===== config.mk =====
export PLATFORM = sky130hd
export DESIGN_NAME = mpef_qdiv
export DESIGN_NICKNAME = d
export VERILOG_FILES = /design/src/hw/rtl/mpef_pkg.sv /design/src/hw/rtl/mpef_qdiv.sv
export SDC_FILE = /design/constraint.sdc
export NUM_CORES = 2
export LEC_CHECK = 0
export BUFFER_PORTS_ARGS = -buffer_cell sky130_fd_sc_hd__buf_4
export CORE_UTILIZATION = 50
export DETAILED_ROUTE_END_ITERATION = 12
export PLACE_DENSITY = 0.68
export SYNTH_ARGS = -nofsm -noshare
export SYNTH_HDL_FRONTEND = slang
export SYNTH_SLANG_ARGS = --single-unit

===== constraint.sdc =====
create_clock -name aclk -period 3.35 [get_ports aclk]
set_input_delay 0 -clock aclk [delete_from_list [all_inputs] [get_ports aclk]]
set_output_delay 0 -clock aclk [all_outputs]
set_load 0.005 [all_outputs]

===== src/hw/rtl/mpef_pkg.sv =====
package mpef_pkg;

    localparam int IN_W     = 32;
    localparam int REG_W    = 31;
    localparam int RR_W     = 32;
    localparam int Q_W      = 33;
    localparam int WIDE_W   = 64;
    localparam int ARG_W    = 23;
    localparam int HP_W     = 32;
    localparam int G_W      = 30;
    localparam int K_W      = 10;
    localparam int CFG_AW   = 2;

    localparam int SQRT_STEPS = 32;
    localparam int DIV_STEPS  = Q_W;
    localparam int MUL_LAT    = 2;
    localparam int EXP_LAT    = 11;
    localparam int FIFO_DEPTH = 256;
    localparam int FIFO_AW    = $clog2(FIFO_DEPTH);

    // register indexes on the configuration port
    localparam logic [CFG_AW-1:0] CFG_WELL_DEPTH       = 2'd0;
    localparam logic [CFG_AW-1:0] CFG_WIDTH_FACTOR     = 2'd1;
    localparam logic [CFG_AW-1:0] CFG_EQUILIBRIUM_DIST = 2'd2;

    localparam logic [REG_W-1:0] Q16_ONE = 31'h0001_0000;

    localparam logic [WIDE_W-1:0] WIDE_ONE = 64'h0000_0001_0000_0000;
    localparam logic [IN_W-1:0]   POS_MAX  = 32'h7FFF_FFFF;
    localparam logic [IN_W-1:0]   NEG_MAX  = 32'h8000_0000;
    localparam logic [ARG_W-1:0]  ARG_LIMIT = 23'h40_0000;

    localparam logic signed [31:0] LOG2E_Q30 = 32'sd1549082005;
    localparam logic signed [55:0] Z_BIAS    = 56'sh40_0000_0000_0000;
    localparam logic signed [K_W-1:0] K_OFFSET = 10'sd256;
    localparam logic signed [K_W-1:0] K_HUGE   = 10'sd31;

    // 2^g polynomial, Q2.30, highest term first
    localparam logic [HP_W-1:0] POW2_C5 = 32'd165394;
    localparam logic [HP_W-1:0] HORNER_C [6] = '{
        32'd1431680, 32'd10327388, 32'd59597083,
        32'd257941248, 32'd744261118, 32'h4000_0000
    };

    typedef struct packed {
        logic [WIDE_W-1:0] v;
        logic [WIDE_W-1:0] r;
    } sqrt_state_t;

    typedef struct packed {
        logic            saturated;
        logic            zero_length;
        logic [IN_W-1:0] force_z;
        logic [IN_W-1:0] force_y;
        logic [IN_W-1:0] force_x;
        logic [IN_W-1:0] energy;
    } result_t;

endpackage


===== src/hw/rtl/mpef_qdiv.sv =====
module mpef_qdiv (
    input  logic                      aclk,
    input  logic [mpef_pkg::RR_W-1:0] num,
    input  logic [mpef_pkg::RR_W-1:0] den,
    output logic [mpef_pkg::Q_W-1:0]  quo
);
    import mpef_pkg::*;

    // floor(num*2^32/den) for num <= den, one quotient bit per stage
    logic [Q_W-1:0]  rem_reg [DIV_STEPS-1];
    logic [RR_W-1:0] den_reg [DIV_STEPS-1];
    logic [Q_W-1:0]  quo_reg [DIV_STEPS];

    for (genvar s = 0; s < DIV_STEPS; s++) begin : g_step
        logic [Q_W-1:0]  part;
        logic [RR_W-1:0] dd;
        logic [Q_W-1:0]  qin;
        logic            fits;

        if (s == 0) begin : g_first
            assign part = {1'b0, num};
            assign dd   = den;
            assign qin  = '0;
        end else begin : g_next
            assign part = {rem_reg[s-1][Q_W-2:0], 1'b0};
            assign dd   = den_reg[s-1];
            assign qin  = quo_reg[s-1];
        end

        assign fits = (part >= {1'b0, dd});

        always_ff @(posedge aclk) begin
            quo_reg[s] <= {qin[Q_W-2:0], fits};
        end

        if (s < DIV_STEPS - 1) begin : g_carry
            always_ff @(posedge aclk) begin
                rem_reg[s] <= fits ? (part - {1'b0, dd}) : part;
                den_reg[s] <= dd;
            end
        end
    end

    assign quo = quo_reg[DIV_STEPS-1];

endmodule


==> flow_metrics.env <==
export IMPL_status="complete, but fails checks"
export IMPL_failed_checks="negative setup slack"
export IMPL_r2r_cells=14
export IMPL_yosys_warnings=0
export IMPL_met2_usage_pct=44.7
export IMPL_firstDrtPassIters=6
export IMPL_whs_ns=0.122
export IMPL_grtUsageMet3_pct=3.48
export IMPL_htreeDepth=5
export IMPL_wl_mm=318
export IMPL_synth_main_ff_cell="dfxtp_1"
export IMPL_max_cap_viol_count=0
export IMPL_power_density_mw_per_mm2=1170
export IMPL_slew_limit_headroom_pct=41.7
export IMPL_regToRegStartpoint="den_reg[11][1]"
export IMPL_synth_largest_type_area_fraction_pct=43.7
export IMPL_crit_path_start_kind="input pin"
export IMPL_synthesis_area_sq_mm=0.119
export IMPL_nNetsFinal=15172
export IMPL_cts_buffers=291
export IMPL_pin_count=98
export IMPL_fmax_mhz=291
export IMPL_synth_largest_area_cell="dfxtp_1"
export IMPL_critPathTopFamily="buffers and inverters"
export IMPL_drv_slew=0
export IMPL_r2r_setup_slack_ns=-0.01
export IMPL_cts_tree="yes"
export IMPL_synth_seq_area_share_pct=43.7
export IMPL_grt_util_met1_pct=30.2
export IMPL_worstMarginPinSlew_ns=0.867
export IMPL_min_path_cells=5
export IMPL_yosys_cell_types_count=107
export IMPL_postRouteAntennaNets=0
export IMPL_hold_end="rem_reg[0][1]"
export IMPL_synth_cells=12998
export IMPL_rsz0062_at_grt="yes"
export IMPL_start_util_pct=50.2
export IMPL_die_y_microns=491
export IMPL_hold_viol=0
export IMPL_routed_via_density=5.46
export IMPL_p_leak_nw=66.5
export IMPL_setup_viol=9
export IMPL_track_usage_pct=25.1
export IMPL_grt_max_degree=56
export IMPL_place_congestion=0.928
export IMPL_rows=179
export IMPL_grt_pass1_wl_mm=491
export IMPL_r2r_end="rem_reg[6][30]"
export IMPL_yosysMostFrequentCell="dfxtp_1"
export IMPL_clkSinkCount=2609
export IMPL_top_usage_layer="met2"
export IMPL_core_area_sq_mm=0.238
export IMPL_die_w_microns=491
export IMPL_place_hpwl_mm=240
export IMPL_slowest_delay_ns=0.58
export IMPL_worst_slack_ns=-0.0839
export IMPL_synth_area_leaders="dfxtp_1 44%, ha_1 11%, a21oi_1 4.6%"
export IMPL_synthToLayoutAreaGrowth_pct=20.3
export IMPL_antenna_found_initial=8
export IMPL_fin_crit_ns=3.43
export IMPL_drive_above_1_share_pct=15.4
export IMPL_post_drt_wl_per_cell_microns=18.3
export IMPL_grt_pass1_vias=92774
export IMPL_ir_drop_uv=643
export IMPL_hold_path_class="in2reg"
export IMPL_clkLatencyLatePin_ns=0.96
export IMPL_die_area_sq_mm=0.241
export IMPL_fin_crit_sh_pct=103
export IMPL_yosys_top_cells_count="2609 x dfxtp_1, 1361 x inv_1, 1108 x a21oi_1, 1055 x ha_1, 932 x nand2_1"
export IMPL_arrival_ns=4.22
export IMPL_finClkSkew_ns=0.0918
export IMPL_synth_fp_nets=14150
export IMPL_synth_edf_count=0
export IMPL_min_from="num[1]"
export IMPL_crit_fanout=12
export IMPL_ys_seq_elements=2609
export IMPL_cts_buffer_depth=4
export IMPL_clkSlewWorstSetupHoldPaths_ns=0.06
export IMPL_cpMaxStageDelayCell="dlygate4sd3_1"
export IMPL_syn_avg_cell_area_sq_um=9.19
export IMPL_cts_root_buf="clkbuf_16"
export IMPL_drt_iter0_drc=6551
export IMPL_numPortBuffers=97
export IMPL_drcViolationCount=0
export IMPL_pre_cts_slack_ns=-0.285
export IMPL_crit_top_cell="buf_4"
export IMPL_critPathCaptureType="flip-flop"
export IMPL_gr_total_overflow=0
export IMPL_crit_chain="dlygate4sd3_1 -> buf_4 -> ha_1 -> nand4_1 -> nor2_1 -> o31a_1 -> o211ai_1 -> buf_4 -> buf_4 -> nand2b_1 -> a21oi_2 -> o31a_1 -> o21ai_2 -> a31oi_4 -> buf_4 -> clkbuf_16 -> a21o_1 -> dlygate4sd3_1"
export IMPL_required_ns=4.14
export IMPL_vias=95101
export IMPL_path_class="in2reg"
export IMPL_timing_critical_path_buf_inv=7
export IMPL_async_reset_ff_share_pct=0
==> metal layers <==
layer	routed length, microns	part of all wire [%]
met1	134000	42
met4	12800	4.0
met2	156000	49
met5	0	0
met3	15800	5.0
==> power breakdown <==
part / switching, mW / leakage, nW / internal (mW)
Sequential: 6.80 / 22.0 / 42.2
Clock: 12.7 / 4.87 / 20.3
Combinational: 45.6 / 39.6 / 40.4
Total: 65.1 / 66.5 / 103
==> cells by family after synthesis <==
kind of cell | synth area share [%]
xor+xnor | 6.15
compound gates | 18.2
fa+ha+maj | 11.6
flops | 43.7
simple gates | 11.8
mux | 3.17
buf+inv | 5.34
==> repair_timing <==
item                                    CTS  global route
pin swaps                                19           190
endpoints found under the hold margin    65             3
buffers inserted                          7            96
gates resized for setup                  68           493
endpoints found under the setup margin  306           912
hold buffers                            151             1
gates cloned                              2            27
==> how the worst max path moves through the flow <==
stage                         startpoint              to  slack [ns]  cells past startpoint
after floorplan           rem_reg[5][33]  rem_reg[6][30]        0.19                     13
after global placement    den_reg[11][1]   rem_reg[6][2]       -0.31                     16
after detailed placement  den_reg[11][1]   rem_reg[6][2]       -0.28                     16
after CTS                 rem_reg[2][33]  rem_reg[3][28]       -0.09                     15
after global routing      den_reg[11][1]   rem_reg[6][3]       -0.13                     15
final                             num[7]   rem_reg[0][3]       -0.08                     18
==> area by class of cell <==
| cell class | count | area (sq um) |
|---|---|---|
| Antenna cell | 15 | 37.5 |
| Clock buffer | 374 | 8160 |
| Clock inverter | 130 | 1820 |
| Fill cell | 19955 | 94000 |
| Inverter | 1365 | 5130 |
| Multi-Input combinational cell | 8720 | 63000 |
| Sequential cell | 2609 | 52300 |
| Tap cell | 3167 | 3960 |
| Timing Repair Buffer | 1033 | 9250 |
==> per-stage QoR <==
step | power (mW) | util (%) | std cells | instance area [sq um] | setup TNS [ns]
6_report | 168 | 60.5 | 17413 | 144000 | -0.233
2_1_floorplan | 104 | - | 12998 | 119000 | 0
3_5_place_dp | 129 | 54.1 | 16619 | 128000 | -14.03
3_3_place_gp | 127 | 54.1 | 16619 | 128000 | -10.74
5_1_grt | 179 | 60.5 | 17410 | 144000 | -9.52
4_1_cts | 163 | 59.1 | 17281 | 140000 | -0.841
==> placed cells by master, fill, tap and decap left out, types with 152 or more instances in the layout <==
master,synthesis,routed
nor2b_1,163,153
xnor2_1,511,511
a21oi_1,1108,1054
dfxtp_1,2609,2561
o21a_1,168,166
nand3_1,213,210
inv_1,1361,1354
ha_1,1055,1026
nor2_1,828,811
nand2b_1,153,152
mux2_2,308,300
clkbuf_16,0,321
a21o_1,475,474
buf_4,8,787
o21ai_0,768,702
nand2_1,932,926
xor2_1,328,328
nand4_1,169,169
==> tightest hold or removal path, stage by stage <==
cell and delay (ns):
dlygate4sd3_1 0.56, buf_4 0.15, inv_1 0.07, fa_1 0.16, o21ai_1 0.08
Note: power is estimated with default switching activity, not from simulation.
